**src/design/spiral_prime_matrix_fill_top_macros.svh**
```systemverilog
// Assertion macros for the spiral prime fill top module.
// Macros expect signals named clk and rst_n in the scope where they are used.
`ifndef SPIRAL_PRIME_MATRIX_FILL_TOP_MACROS_SVH
`define SPIRAL_PRIME_MATRIX_FILL_TOP_MACROS_SVH

// Same-cycle implication, disabled while in reset
`define SPMF_ASSERT_NOW(label, ante, cons) \
    label: assert property (@(posedge clk) disable iff (!rst_n) (ante) |-> (cons)) \
        else $error("spmf assertion failed");

// Next-cycle implication, disabled while in reset
`define SPMF_ASSERT_NEXT(label, ante, cons) \
    label: assert property (@(posedge clk) disable iff (!rst_n) (ante) |=> (cons)) \
        else $error("spmf assertion failed");

`endif

```
**src/design/spmf_pkg.sv**
```systemverilog
// Package for the spiral prime fill block: widths, microcode table, shared types.
// No dependencies; the design modules and channel interfaces use it.
package spmf_pkg;

    // Field and datapath widths
    localparam int MAX_SIDE   = 16;
    localparam int SIDE_W     = 5;
    localparam int ROW_W      = 4;
    localparam int BND_W      = ROW_W + 1;
    localparam int CELLS_W    = 9;
    localparam int CAND_W     = 11;
    localparam int DIV_W      = 6;
    localparam int SIDE_RESET = 16;

    // Sequencer geometry
    localparam int PC_W        = 3;
    localparam int UCODE_DEPTH = 1 << PC_W;
    localparam int COND_W      = 3;

    // Step addresses
    localparam logic [PC_W-1:0] S_IDLE  = 3'd0;
    localparam logic [PC_W-1:0] S_NEXT  = 3'd1;
    localparam logic [PC_W-1:0] S_SQ    = 3'd2;
    localparam logic [PC_W-1:0] S_START = 3'd3;
    localparam logic [PC_W-1:0] S_WAIT  = 3'd4;
    localparam logic [PC_W-1:0] S_CHECK = 3'd5;
    localparam logic [PC_W-1:0] S_INCD  = 3'd6;
    localparam logic [PC_W-1:0] S_EMIT  = 3'd7;

    // Jump conditions
    localparam logic [COND_W-1:0] C_NEVER    = 3'd0;
    localparam logic [COND_W-1:0] C_ALWAYS   = 3'd1;
    localparam logic [COND_W-1:0] C_NO_INPUT = 3'd2;
    localparam logic [COND_W-1:0] C_SQ_GT    = 3'd3;
    localparam logic [COND_W-1:0] C_DIV_BUSY = 3'd4;
    localparam logic [COND_W-1:0] C_REM_ZERO = 3'd5;
    localparam logic [COND_W-1:0] C_OUT_FULL = 3'd6;

    // One control word per step
    typedef struct packed {
        logic              accept;     // offer ready on the request channel
        logic              next_cand;  // candidate + 1, divisor back to 2
        logic              inc_div;    // divisor + 1
        logic              start_div;  // launch remainder unit
        logic              emit;       // load result register
        logic [COND_W-1:0] cond;
        logic [PC_W-1:0]   target;
    } ctrl_t;

    // Status seen by the sequencer
    typedef struct packed {
        logic in_valid;
        logic sq_gt;
        logic div_busy;
        logic rem_zero;
        logic out_full;
    } status_t;

    // Spiral position handed to the datapath
    typedef struct packed {
        logic             pending;
        logic [ROW_W-1:0] row;
        logic [ROW_W-1:0] col;
        logic             last;
    } spiral_t;

    // Microprogram; falling through the last step wraps to S_IDLE
    localparam ctrl_t UCODE [UCODE_DEPTH] = '{
        '{1'b1, 1'b0, 1'b0, 1'b0, 1'b0, C_NO_INPUT, S_IDLE },  // S_IDLE
        '{1'b0, 1'b1, 1'b0, 1'b0, 1'b0, C_NEVER,    S_IDLE },  // S_NEXT
        '{1'b0, 1'b0, 1'b0, 1'b0, 1'b0, C_SQ_GT,    S_EMIT },  // S_SQ
        '{1'b0, 1'b0, 1'b0, 1'b1, 1'b0, C_NEVER,    S_IDLE },  // S_START
        '{1'b0, 1'b0, 1'b0, 1'b0, 1'b0, C_DIV_BUSY, S_WAIT },  // S_WAIT
        '{1'b0, 1'b0, 1'b0, 1'b0, 1'b0, C_REM_ZERO, S_NEXT },  // S_CHECK
        '{1'b0, 1'b0, 1'b1, 1'b0, 1'b0, C_ALWAYS,   S_SQ   },  // S_INCD
        '{1'b0, 1'b0, 1'b0, 1'b0, 1'b1, C_OUT_FULL, S_EMIT }   // S_EMIT
    };

    // Clamp the side register into 1..MAX_SIDE
    function automatic logic [SIDE_W-1:0] eff_side(input logic [SIDE_W-1:0] s);
        logic [SIDE_W-1:0] r;
        r = s;
        if (s == '0)
        begin
            r = SIDE_W'(1);
        end
        else if (s > SIDE_W'(MAX_SIDE))
        begin
            r = SIDE_W'(MAX_SIDE);
        end
        return r;
    endfunction

endpackage

```
**src/design/spmf_channels.sv**
```systemverilog
// Channel interfaces of the spiral prime fill block: request, result, config.
// Depends on spmf_pkg for field widths.
interface spmf_req_if;
    logic valid;
    logic ready;
    logic restart;

    modport source (output valid, output restart, input ready);
    modport sink (input valid, input restart, output ready);
endinterface

interface spmf_res_if;
    logic                      valid;
    logic                      ready;
    logic [spmf_pkg::ROW_W-1:0]  row;
    logic [spmf_pkg::ROW_W-1:0]  col;
    logic [spmf_pkg::CAND_W-1:0] prime_value;
    logic                      last;

    modport source (output valid, output row, output col, output prime_value,
                    output last, input ready);
    modport sink (input valid, input row, input col, input prime_value,
                  input last, output ready);
endinterface

interface spmf_cfg_if;
    logic                       valid;
    logic                       ready;
    logic [spmf_pkg::SIDE_W-1:0] side;

    modport source (output valid, output side, input ready);
    modport sink (input valid, input side, output ready);
endinterface

```
**src/design/spmf_divrem.sv**
```systemverilog
// Restoring remainder unit: one dividend bit per cycle while busy, all CAND_W bits per start.
// Depends on spmf_pkg.
module spmf_divrem (
    input  logic                        clk,
    input  logic                        rst_n,
    input  logic                        start,
    input  logic [spmf_pkg::CAND_W-1:0] dividend,
    input  logic [spmf_pkg::DIV_W-1:0]  divisor,
    output logic                        busy,
    output logic [spmf_pkg::DIV_W-1:0]  rem
);
    import spmf_pkg::*;

    localparam int CNT_W = $clog2(CAND_W);

    logic             busy_reg;
    logic [CNT_W-1:0] cnt_reg;
    logic [DIV_W-1:0] rem_reg;
    logic [DIV_W-1:0] rem_next;
    logic [CAND_W-1:0] sh_reg;
    logic [DIV_W-1:0] dvs_reg;
    logic [DIV_W:0]   trial;

    // Shift in the next dividend bit and subtract when it fits
    always_comb
    begin
        trial = {rem_reg, sh_reg[CAND_W-1]};
        if (trial >= {1'b0, dvs_reg})
        begin
            rem_next = DIV_W'(trial - {1'b0, dvs_reg});
        end
        else
        begin
            rem_next = trial[DIV_W-1:0];
        end
    end

    // Count iterations
    always_ff @(posedge clk or negedge rst_n)
    begin
        if (!rst_n)
        begin
            busy_reg <= 1'b0;
            cnt_reg  <= '0;
        end
        else if (start)
        begin
            busy_reg <= 1'b1;
            cnt_reg  <= '0;
        end
        else if (busy_reg)
        begin
            cnt_reg <= cnt_reg + CNT_W'(1);
            if (cnt_reg == CNT_W'(CAND_W - 1))
            begin
                busy_reg <= 1'b0;
            end
        end
    end

    // Hold operands and partial remainder
    always_ff @(posedge clk)
    begin
        if (start)
        begin
            rem_reg <= '0;
            sh_reg  <= dividend;
            dvs_reg <= divisor;
        end
        else if (busy_reg)
        begin
            rem_reg <= rem_next;
            sh_reg  <= {sh_reg[CAND_W-2:0], 1'b0};
        end
    end

    assign busy = busy_reg;
    assign rem  = rem_reg;
endmodule

```
**src/design/spmf_spiral.sv**
```systemverilog
// Spiral walker: bounds, direction, position and remaining cell count.
// Depends on spmf_pkg.
module spmf_spiral (
    input  logic                        clk,
    input  logic                        rst_n,
    input  logic                        start_m,
    input  logic [spmf_pkg::SIDE_W-1:0] side_eff,
    input  logic                        adv,
    output spmf_pkg::spiral_t           pos
);
    import spmf_pkg::*;

    logic [ROW_W-1:0]   top_reg;
    logic [ROW_W-1:0]   left_reg;
    logic [BND_W-1:0]   bottom_reg;
    logic [BND_W-1:0]   right_reg;
    logic [1:0]         dir_reg;
    logic [ROW_W-1:0]   row_reg;
    logic [ROW_W-1:0]   col_reg;
    logic [CELLS_W-1:0] cells_reg;
    logic               pending_reg;
    logic [2*SIDE_W-1:0] side_sq;
    logic [BND_W-1:0]   side_m1;
    logic               is_last;

    assign side_sq = side_eff * side_eff;
    assign side_m1 = BND_W'(side_eff - SIDE_W'(1));
    assign is_last = (cells_reg <= CELLS_W'(1));

    // Start a matrix, or step one cell along the spiral
    always_ff @(posedge clk or negedge rst_n)
    begin
        if (!rst_n)
        begin
            top_reg     <= '0;
            left_reg    <= '0;
            bottom_reg  <= BND_W'(SIDE_RESET - 1);
            right_reg   <= BND_W'(SIDE_RESET - 1);
            dir_reg     <= 2'd0;
            row_reg     <= '0;
            col_reg     <= '0;
            cells_reg   <= CELLS_W'(SIDE_RESET * SIDE_RESET);
            pending_reg <= 1'b1;
        end
        else if (start_m)
        begin
            top_reg     <= '0;
            left_reg    <= '0;
            bottom_reg  <= side_m1;
            right_reg   <= side_m1;
            dir_reg     <= 2'd0;
            row_reg     <= '0;
            col_reg     <= '0;
            cells_reg   <= CELLS_W'(side_sq);
            pending_reg <= 1'b0;
        end
        else if (adv)
        begin
            if (is_last)
            begin
                cells_reg   <= '0;
                pending_reg <= 1'b1;
            end
            else
            begin
                cells_reg <= cells_reg - CELLS_W'(1);
                case (dir_reg)
                    2'd0:
                    begin
                        if ({1'b0, col_reg} < right_reg)
                        begin
                            col_reg <= col_reg + ROW_W'(1);
                        end
                        else
                        begin
                            top_reg <= top_reg + ROW_W'(1);
                            dir_reg <= 2'd1;
                            row_reg <= row_reg + ROW_W'(1);
                        end
                    end
                    2'd1:
                    begin
                        if ({1'b0, row_reg} < bottom_reg)
                        begin
                            row_reg <= row_reg + ROW_W'(1);
                        end
                        else
                        begin
                            right_reg <= right_reg - BND_W'(1);
                            dir_reg   <= 2'd2;
                            col_reg   <= col_reg - ROW_W'(1);
                        end
                    end
                    2'd2:
                    begin
                        if (col_reg > left_reg)
                        begin
                            col_reg <= col_reg - ROW_W'(1);
                        end
                        else
                        begin
                            bottom_reg <= bottom_reg - BND_W'(1);
                            dir_reg    <= 2'd3;
                            row_reg    <= row_reg - ROW_W'(1);
                        end
                    end
                    default:
                    begin
                        if (row_reg > top_reg)
                        begin
                            row_reg <= row_reg - ROW_W'(1);
                        end
                        else
                        begin
                            left_reg <= left_reg + ROW_W'(1);
                            dir_reg  <= 2'd0;
                            col_reg  <= col_reg + ROW_W'(1);
                        end
                    end
                endcase
            end
        end
    end

    assign pos.pending = pending_reg;
    assign pos.row     = row_reg;
    assign pos.col     = col_reg;
    assign pos.last    = is_last;
endmodule

```
**src/design/spmf_seq.sv**
```systemverilog
// Microcode sequencer: step counter, control word lookup, conditional jumps.
// Depends on spmf_pkg for the microprogram and condition codes.
module spmf_seq (
    input  logic              clk,
    input  logic              rst_n,
    input  spmf_pkg::status_t st,
    output spmf_pkg::ctrl_t   ctrl
);
    import spmf_pkg::*;

    logic [PC_W-1:0] pc_reg;
    logic [PC_W-1:0] pc_next;
    logic            take;

    assign ctrl = UCODE[pc_reg];

    // Decode the jump condition of the current step
    always_comb
    begin
        unique case (ctrl.cond)
            C_NEVER:    take = 1'b0;
            C_ALWAYS:   take = 1'b1;
            C_NO_INPUT: take = !st.in_valid;
            C_SQ_GT:    take = st.sq_gt;
            C_DIV_BUSY: take = st.div_busy;
            C_REM_ZERO: take = st.rem_zero;
            C_OUT_FULL: take = st.out_full;
            default:    take = 1'b0;
        endcase
    end

    // Jump or advance; the last step wraps to the first
    assign pc_next = take ? ctrl.target : pc_reg + PC_W'(1);

    always_ff @(posedge clk or negedge rst_n)
    begin
        if (!rst_n)
        begin
            pc_reg <= S_IDLE;
        end
        else
        begin
            pc_reg <= pc_next;
        end
    end
endmodule

```
**src/design/spiral_prime_matrix_fill_top.sv**
```systemverilog
// Spiral prime fill: each request transfer yields one cell of a clockwise spiral
// with the next prime. Uses spmf_pkg, spmf_channels, spmf_seq, spmf_divrem,
// spmf_spiral and the assertion macro header.
//
// Channels: req (restart bit), res (row, col, prime_value, last), cfg (side).
// A transfer happens on a rising edge with valid and ready high. cfg is always
// ready; a new side takes effect on the first cell of the next matrix.
// One request is worked at a time: ready is high only while the sequencer
// waits in its idle step. Each candidate is tried against divisors from 2 up
// while the divisor squared does not exceed it, one divisor at a time on the
// bit-serial remainder unit; a divisor that leaves no remainder ends the try.
// Results sit in an output register; the next request is taken and its prime
// searched while a result still waits, and the sequencer holds in its emit
// step only when the register is still full.
// Reset: side returns to 16 and the next request begins a new matrix at the
// top-left with prime 2. After the last cell, the next matrix starts by itself.
`include "spiral_prime_matrix_fill_top_macros.svh"

module spiral_prime_matrix_fill_top (
    input  logic       clk,
    input  logic       rst_n,
    spmf_req_if.sink   req,
    spmf_res_if.source res,
    spmf_cfg_if.sink   cfg
);
    import spmf_pkg::*;

    ctrl_t   ctrl;
    status_t st;
    spiral_t pos;

    logic [SIDE_W-1:0]  side_reg;
    logic [CAND_W-1:0]  cand_reg;
    logic [DIV_W-1:0]   div_reg;
    logic [2*DIV_W-1:0] div_sq;
    logic               div_busy;
    logic [DIV_W-1:0]   div_rem;
    logic               accept_fire;
    logic               emit_fire;
    logic               start_m;

    logic               out_valid_reg;
    logic [ROW_W-1:0]   out_row_reg;
    logic [ROW_W-1:0]   out_col_reg;
    logic [CAND_W-1:0]  out_prime_reg;
    logic               out_last_reg;

    // Configuration register
    assign cfg.ready = 1'b1;

    always_ff @(posedge clk or negedge rst_n)
    begin
        if (!rst_n)
        begin
            side_reg <= SIDE_W'(SIDE_RESET);
        end
        else if (cfg.valid)
        begin
            side_reg <= cfg.side;
        end
    end

    // Handshake qualification
    assign req.ready   = ctrl.accept;
    assign accept_fire = ctrl.accept && req.valid;
    assign start_m     = accept_fire && (req.restart || pos.pending);
    assign emit_fire   = ctrl.emit && !st.out_full;

    // Status back to the sequencer
    assign div_sq      = div_reg * div_reg;
    assign st.in_valid = req.valid;
    assign st.sq_gt    = div_sq > {{(2*DIV_W-CAND_W){1'b0}}, cand_reg};
    assign st.div_busy = div_busy;
    assign st.rem_zero = (div_rem == '0);
    assign st.out_full = out_valid_reg && !res.ready;

    spmf_seq u_seq (
        .clk   (clk),
        .rst_n (rst_n),
        .st    (st),
        .ctrl  (ctrl)
    );

    spmf_divrem u_divrem (
        .clk      (clk),
        .rst_n    (rst_n),
        .start    (ctrl.start_div),
        .dividend (cand_reg),
        .divisor  (div_reg),
        .busy     (div_busy),
        .rem      (div_rem)
    );

    spmf_spiral u_spiral (
        .clk      (clk),
        .rst_n    (rst_n),
        .start_m  (start_m),
        .side_eff (eff_side(side_reg)),
        .adv      (emit_fire),
        .pos      (pos)
    );

    // Candidate and trial divisor
    always_ff @(posedge clk or negedge rst_n)
    begin
        if (!rst_n)
        begin
            cand_reg <= CAND_W'(1);
            div_reg  <= DIV_W'(2);
        end
        else if (start_m)
        begin
            cand_reg <= CAND_W'(1);
        end
        else if (ctrl.next_cand)
        begin
            cand_reg <= cand_reg + CAND_W'(1);
            div_reg  <= DIV_W'(2);
        end
        else if (ctrl.inc_div)
        begin
            div_reg <= div_reg + DIV_W'(1);
        end
    end

    // Output register: load on emit, drop on transfer
    always_ff @(posedge clk or negedge rst_n)
    begin
        if (!rst_n)
        begin
            out_valid_reg <= 1'b0;
        end
        else if (emit_fire)
        begin
            out_valid_reg <= 1'b1;
        end
        else if (res.ready)
        begin
            out_valid_reg <= 1'b0;
        end
    end

    always_ff @(posedge clk)
    begin
        if (emit_fire)
        begin
            out_row_reg   <= pos.row;
            out_col_reg   <= pos.col;
            out_prime_reg <= cand_reg;
            out_last_reg  <= pos.last;
        end
    end

    assign res.valid       = out_valid_reg;
    assign res.row         = out_row_reg;
    assign res.col         = out_col_reg;
    assign res.prime_value = out_prime_reg;
    assign res.last        = out_last_reg;

    // A result loaded is offered in the next cycle
    `SPMF_ASSERT_NEXT(a_emit_offers, emit_fire, res.valid)
    // A divisor is launched only on an idle remainder unit
    `SPMF_ASSERT_NOW(a_div_idle_start, ctrl.start_div, !div_busy)
    // Every emitted prime is at least two
    `SPMF_ASSERT_NOW(a_prime_ge2, emit_fire, cand_reg >= CAND_W'(2))
    // A new request is never taken while a divide is in flight
    `SPMF_ASSERT_NOW(a_no_accept_busy, accept_fire, !div_busy)
endmodule

```
**src/flat_wrapper.sv**
```systemverilog
// flat-port wrapper written by rule: the top's interface ports become plain ports
module spiral_prime_matrix_fill_top_flat import spmf_pkg::*;
  (clk, rst_n, req_valid, req_restart, req_ready, res_valid, res_row, res_col, res_prime_value, res_last, res_ready, cfg_valid, cfg_side, cfg_ready);
  spmf_req_if req_i ();
  spmf_res_if res_i ();
  spmf_cfg_if cfg_i ();
  input  logic clk;
  input  logic rst_n;
  input wire logic [$bits(req_i.valid)-1:0] req_valid;
  input wire logic [$bits(req_i.restart)-1:0] req_restart;
  output wire logic [$bits(req_i.ready)-1:0] req_ready;
  output wire logic [$bits(res_i.valid)-1:0] res_valid;
  output wire logic [$bits(res_i.row)-1:0] res_row;
  output wire logic [$bits(res_i.col)-1:0] res_col;
  output wire logic [$bits(res_i.prime_value)-1:0] res_prime_value;
  output wire logic [$bits(res_i.last)-1:0] res_last;
  input wire logic [$bits(res_i.ready)-1:0] res_ready;
  input wire logic [$bits(cfg_i.valid)-1:0] cfg_valid;
  input wire logic [$bits(cfg_i.side)-1:0] cfg_side;
  output wire logic [$bits(cfg_i.ready)-1:0] cfg_ready;
  assign req_i.valid = req_valid;
  assign req_i.restart = req_restart;
  assign req_ready = req_i.ready;
  assign res_valid = res_i.valid;
  assign res_row = res_i.row;
  assign res_col = res_i.col;
  assign res_prime_value = res_i.prime_value;
  assign res_last = res_i.last;
  assign res_i.ready = res_ready;
  assign cfg_i.valid = cfg_valid;
  assign cfg_i.side = cfg_side;
  assign cfg_ready = cfg_i.ready;
  spiral_prime_matrix_fill_top u_core (.clk(clk), .rst_n(rst_n), .req(req_i), .res(res_i), .cfg(cfg_i));
endmodule
```
**config.mk**
```make
export PLATFORM = sky130hd
export DESIGN_NAME = spiral_prime_matrix_fill_top_flat
export DESIGN_NICKNAME = d
export VERILOG_FILES = /design/src/design/spmf_pkg.sv /design/src/design/spmf_channels.sv /design/src/design/spmf_divrem.sv /design/src/design/spmf_spiral.sv /design/src/design/spmf_seq.sv /design/src/design/spiral_prime_matrix_fill_top.sv /design/src/flat_wrapper.sv
export VERILOG_INCLUDE_DIRS = /design/src /design/src/design
export SDC_FILE = /design/constraint.sdc
export NUM_CORES = 1
export LEC_CHECK = 0
export BUFFER_PORTS_ARGS = -buffer_cell sky130_fd_sc_hd__buf_2
export CAP_MARGIN = 10
export CORE_MARGIN = 2
export CORE_UTILIZATION = 30
export CTS_CLUSTER_DIAMETER = 150
export DETAILED_ROUTE_END_ITERATION = 12
export SYNTH_ARGS = -nofsm -noshare
export SYNTH_HDL_FRONTEND = slang
export SYNTH_SLANG_ARGS = --single-unit
```
**constraint.sdc**
```tcl
create_clock -name clk -period 12.9 [get_ports clk]
set_input_delay 1.29 -clock clk [delete_from_list [all_inputs] [get_ports clk]]
set_output_delay 1.29 -clock clk [all_outputs]
set_load 0.02 [all_outputs]
```
After elaboration in Yosys (flattened, before gate mapping)
Memories as Yosys holds them, arrays and structs flattened.
Cells that the tools add are included.
{"block": "op_classes", "muxes": 70, "n_addsub": 15, "n_mul": 2, "order_cmp": 9, "bitwise": 2, "n_reduce_logical": 31, "n_eq_ne": 22}
{"op": "$mux 4", "n": 26}
{"op": "$mux 11", "n": 6}
{"op": "$mux 5", "n": 12}
{"op": "$mux 9", "n": 3}
{"op": "$pmux 4 s3", "n": 2}
{"op": "$add 4x1->4 const B", "n": 5}
{"op": "$mux 6", "n": 3}
{"op": "$ne 3x2->1 const B", "n": 6}
{"op": "$reduce_and 6->1", "n": 3}
{"op": "$reduce_bool 2->1", "n": 9}
{"op": "$reduce_and 4->1", "n": 4}
{"op": "$sub 5x1->5 const B", "n": 3}
{"op": "$mux 2", "n": 7}
{"op": "$gt 12x11->1", "n": 1}
{"op": "$mul 6x6->12", "n": 1}
{"op": "$ne 2x1->1 const B", "n": 6}
{"op": "$add 11x1->11 const B", "n": 1}
{"op": "$lt 4x5->1", "n": 2}
{"op": "$eq 3x3->1 const B", "n": 3}
{"op": "$le 9x1->1 const B", "n": 1}
{"op": "$mul 5x5->9", "n": 1}
{"op": "$sub 9x1->9 const B", "n": 1}
{"op": "$gt 4x4->1", "n": 2}
{"op": "$mux 1", "n": 8}
{"op": "other kinds (27)", "n": 35}
{"block": "totals", "memories": 1, "wordCells": 175, "input_bits": 11, "rom_bits": 88, "out_inout_bits": 23, "register_bits": 112}
{"memory": "(no name shown)", "depth": 8, "word_bits": 11, "rd": 1, "rd_clocked_by_memory_dff": 0, "write_ports": 0, "line_no": "spmf_seq.sv:15", "text": "assign ctrl = UCODE[pc_reg];"}

Depth between registers and ports, before layout
{"block": "depth", "word_depth": 8, "depth_mapped": 22, "mapped_depth_nobuf": 21}

By module
From an unflattened synthesis, not the netlist that was laid out.
{"block": "hier_totals", "cells_unflattened": 772, "area_unflattened_um2": 7736.2}
{"mod": "spmf_spiral", "seq_area_each_um2": 963.4, "cells_each": 346, "instances": 1, "area_per_inst_um2": 3160.5}
{"mod": "spiral_prime_matrix_fill_top", "seq_area_each_um2": 1179.9, "cells_each": 265, "instances": 1, "area_per_inst_um2": 2771.4}
{"mod": "spmf_divrem", "seq_area_each_um2": 755.7, "cells_each": 118, "instances": 1, "area_per_inst_um2": 1425.1}
{"mod": "spmf_seq", "seq_area_each_um2": 75.1, "cells_each": 43, "instances": 1, "area_per_inst_um2": 379.1}

Worst setup path after synthesis
OpenSTA, ideal clock, no wires.
{"block": "synth_path", "path_type": "reg-to-reg", "startpoint": "reg u_core.div_reg[4]", "endpoint": "reg u_core.u_seq.pc_reg[2]", "required_ns": 12.810, "path_buffers": 1, "period_less_slack_ns": 5.033, "arrival_time_ns": 4.943, "stages_incl_launch_ff": 22, "setup_slack_ns": 7.867, "setup_time_ns": 0.090, "path_cell_list": "dfrtp_1 -> clkbuf_1 -> and2_1 -> fa_1 -> inv_1 -> fa_1 -> inv_1 -> fa_1 -> ha_1 -> and3b_1 -> o21a_1 -> o21ai_0 -> nand2b_1 -> a2111oi_0 -> nand3b_1 -> ha_1 -> nand4b_1 -> or4_1 -> a21oi_1 -> o22ai_1 -> or3_1 -> o2111ai_1"}
{"block": "synth_between", "elab_chain_cells": 4}
{"item": "start: declaration", "line_no": "spiral_prime_matrix_fill_top.sv:34", "text": "logic [DIV_W-1:0] div_reg;"}
{"item": "start signal: assignment", "line_no": "spiral_prime_matrix_fill_top.sv:122", "text": "div_reg <= div_reg + DIV_W'(1);"}
{"item": "$mul 6x6->12", "line_no": "spiral_prime_matrix_fill_top.sv:70", "text": "assign div_sq = div_reg * div_reg;"}
{"item": "$gt 12x11->1", "line_no": "spiral_prime_matrix_fill_top.sv:72", "text": "assign st.sq_gt = div_sq > {{(2*DIV_W-CAND_W){1'b0}}, cand_reg};"}
{"item": "$pmux 1 s6", "line_no": "spmf_seq.sv:20", "text": "unique case (ctrl.cond)"}
{"item": "$mux 3", "line_no": "spmf_seq.sv:33", "text": "assign pc_next = take ? ctrl.target : pc_reg + PC_W'(1);"}
{"item": "via u_core.u_seq.pc_next[2]", "line_no": "spmf_seq.sv:12", "text": "logic [PC_W-1:0] pc_next;"}
{"item": "end signal: assignment", "line_no": "spmf_seq.sv:43", "text": "pc_reg <= pc_next;"}
{"item": "end: declaration", "line_no": "spmf_seq.sv:11", "text": "logic [PC_W-1:0] pc_reg;"}
The timed path passes the listed nets, and every way through them passes these cells.
A chain may end at the register's enable or synchronous reset.

Final worst setup path
{"block": "layout_path", "startpoint": "reg u_core.div_reg[3]", "endpoint": "reg u_core.u_seq.pc_reg[2]"}
Same word-level chain as after synthesis.

==> impl_metrics.tcl <==
set metrics [dict create \
    ant_nets 0 \
    ys_warn_count 0 \
    core_area_mm2 0.0250 \
    synthesis.area_mm2 0.00762 \
    ir_worst_vdd_mv 0.0621 \
    fin_area_mm2 0.00839 \
    routed_wirelength_um 15200 \
    rsz0062_at_grt "false" \
    crit_path_end_kind "flip-flop" \
    rows 58 \
    maxCapViolCount 0 \
    synthAdderAreaFrac_pct 16.8 \
    fp.dieW_um 163 \
    post-cts-setup-buffer-count 0 \
    tightest_slew_ns 1.08 \
    synth.area.mux_share_pct 3.30 \
    path_max_fanout 8 \
    path_clk_slew_ns 0.08 \
    status "finished clean" \
    startpoint "u_core.div_reg[3]" \
    viasPerCell 4.85 \
    critical_path.max_stage_delay_ns 0.53 \
    cts_tree "built" \
    synth_seq_cells 112 \
    place_ws_ns 7.51 \
    setup_slack_ns 7.51 \
    cts_buffer_depth 2 \
    hold_start "u_core.u_spiral.right_reg[1]" \
    grt_first_pass_wirelength_um 26100 \
    worstPathCellList "inv_1 > nor2_1 > fa_1 > inv_1 > fa_1 > inv_1 > fa_1 > ha_1 > and3b_1 > o21a_1 > o21ai_0 > nand2b_1 > a2111oi_0 > nand3b_1 > ha_1 > nand4b_1 > or4_1 > a21oi_1 > o22ai_1 > or3_1 > o2111ai_1" \
    initial_core_util_pct 30.4 \
    post_drt_wl_per_cell_um 13.4 \
    htree_levels 3 \
    grt_pass1_vias 5184 \
    worstSkewPairLatency_ns 0.36 \
    setup_viol_count_final 0 \
    cts_buffers 9 \
    routabilityCongestion 0.830 \
    async_reset_ff_share_pct 61.6 \
    nets 903 \
    synthFlopType "dfrtp_1" \
    n_antenna_cell 0 \
    portBuffers 32 \
    cp.arrival_ns 5.66 \
    start_kind "flip-flop" \
    fin_util_pct 33.5 \
    antenna_found_initial 0 \
    track_usage_pct 12.0 \
    clock_sinks 112 \
    ys_seq_area_share_pct 39.0 \
    synthXorXnorAreaFrac_pct 4.94 \
    fin_setup_tns_ns 0 \
    hold_buffers 0 \
    drt_pass1_iterations 4 \
    place_area_mm2 0.00811 \
    synth_simple_gate_area_share_pct 17.0 \
    final.min_clock_period_ns 5.39 \
    fp.dieH_um 163 \
    relSlewSlack_pct 28.1 \
    max_freq_mhz 186 \
    drive_gt1_share_pct 11.8 \
    overflow 0 \
    cp.required_ns 13.18 \
    pwr_density_cell_mw_per_mm2 80.4 \
    synth_top_family_by_area "simple AND/OR/NAND/NOR gates" \
    synth_compound_area_share_pct 13.3 \
    dpl.hpwl_um 11100 \
    power.leakage_nw 3.75 \
    synth_enable_flop_cells 37 \
    dieArea_mm2 0.0267 \
    reg2regPathDepth 21 \
    hold_violations 0 \
    drc_errors 0 \
    crit_type "flip-flop to flip-flop" \
    syn_area_per_cell_um2 9.84 \
    r2r_start "u_core.div_reg[3]" \
    drt_iter0_markers 279 \
    crit_slowest_cell "fa_1" \
    hold_path.class "flip-flop to flip-flop" \
    syn_inst 774 \
    slew_viol_final 0 \
    post_cts_resized 0 \
    vias 5497 \
    root_buffer "clkbuf_16" \
    ios 34 \
    grt_max_degree 70 \
    fillers 2518 \
    synth_cell_types 79 \
    fin_crit_sh_pct 41.8 \
    p_total_mw 0.675 \
    area_delta_synth_final_pct 10.2 \
    min_delay_path_depth 2 \
    fin_skew_ns 0.00796 \
]
## metal layers
layer  GRT usage (%)  wire [µm]  vias to the layer above  part of all wire, %
met2            18.3       6720                       72                   44
met5               0          0                        -                    0
met1            17.7       7840                     2625                   51
met4            3.42        166                        0                  1.1
met3            1.83        501                       11                  3.3
li1                -          -                     2789                    -
## through the flow
stage	hold slack (ns)	instances
2_1_floorplan	0.423	776
3_3_place_gp	0.479	1117
3_5_place_dp	0.485	1117
4_1_cts	0.496	1133
5_1_grt	0.529	1133
6_report	0.500	1133
## area by class of cell
| type | instances | area [µm²] | share of cell area (%) |
|---|---|---|---|
| well taps | 330 | 413 | 4.92 |
| flip-flops and latches | 112 | 2970 | 35.4 |
| inverters | 80 | 300 | 3.58 |
| repair buffers | 35 | 185 | 2.21 |
| clock inverters | 7 | 61.3 | 0.730 |
| multi-input cells | 560 | 4240 | 50.5 |
| clock buffers | 9 | 225 | 2.68 |
## cells in the final DEF, fill, tap and decap left out, drive strengths merged, types with 12 or more instances in the layout
| cell | instances |
|---|---|
| inv | 83 |
| dfrtp | 56 |
| mux2 | 17 |
| nand4 | 14 |
| nand3 | 17 |
| dfstp | 13 |
| and2 | 16 |
| nor2 | 63 |
| nor2b | 18 |
| nand2 | 36 |
| or3 | 12 |
| nor3 | 26 |
| buf | 35 |
| nor4 | 12 |
| a21oi | 43 |
| fa | 14 |
| edfxtp | 37 |
| o21ai | 29 |
| xnor2 | 32 |
| ha | 80 |
## critical path: cells and delay by family, from the launching register on
family          cells  cell delay (ns)
simple gates        7             1.42
fa+ha+maj           5             1.99
compound gates      6             1.13
flops               1             0.47
buf+inv             3             0.28
## cells by family after synthesis
logic type	after synthesis
flip-flops	112
XOR/XNOR	43
buffers and inverters	104
adder cells (fa/ha/maj)	94
multiplexers	23
AO/OA/AOI/OAI	151
other	2
AND/OR/NAND/NOR	245
## report_power, final
| group | switching [mW] | total, mW | leakage, nW | internal, mW |
|---|---|---|---|---|
| Clock | 0.141 | 0.277 | 0.135 | 0.135 |
| Combinational | 0.0168 | 0.0287 | 2.38 | 0.0119 |
| Sequential | 0.00262 | 0.369 | 1.23 | 0.367 |
| Total | 0.161 | 0.675 | 3.75 | 0.514 |
## synth_stat cells (all sizes together) (13+ instances only)
cell type	number	area [µm²]
xnor2	32	280
inv	79	297
mux2	17	191
and2	16	100
o21ai	29	145
a21oi	43	219
edfxtp	37	1110
nor2b	18	113
ha	80	1000
nand4	14	93.8
fa	14	280
dfstp	13	342
clkbuf	16	60.1
nand3	17	85.1
nand2	36	135
dfrtp	56	1400
nor2	63	236
nor3	26	146
## path summary, 6_finish.rpt
check | slack [ns] | end
worst max-delay path | 7.51 | u_core.u_seq.pc_reg[2]
worst min-delay path | 0.50 | u_core.u_spiral.right_reg[1]
worst max register to register | 7.51 | u_core.u_seq.pc_reg[2]
worst min register to register | 0.50 | u_core.u_spiral.right_reg[1]
max in group asynchronous | 11.24 | u_core.u_spiral.left_reg[3]
min in group asynchronous | 1.06 | u_core.side_reg[2]
Note: power is estimated with default switching activity, not from simulation.
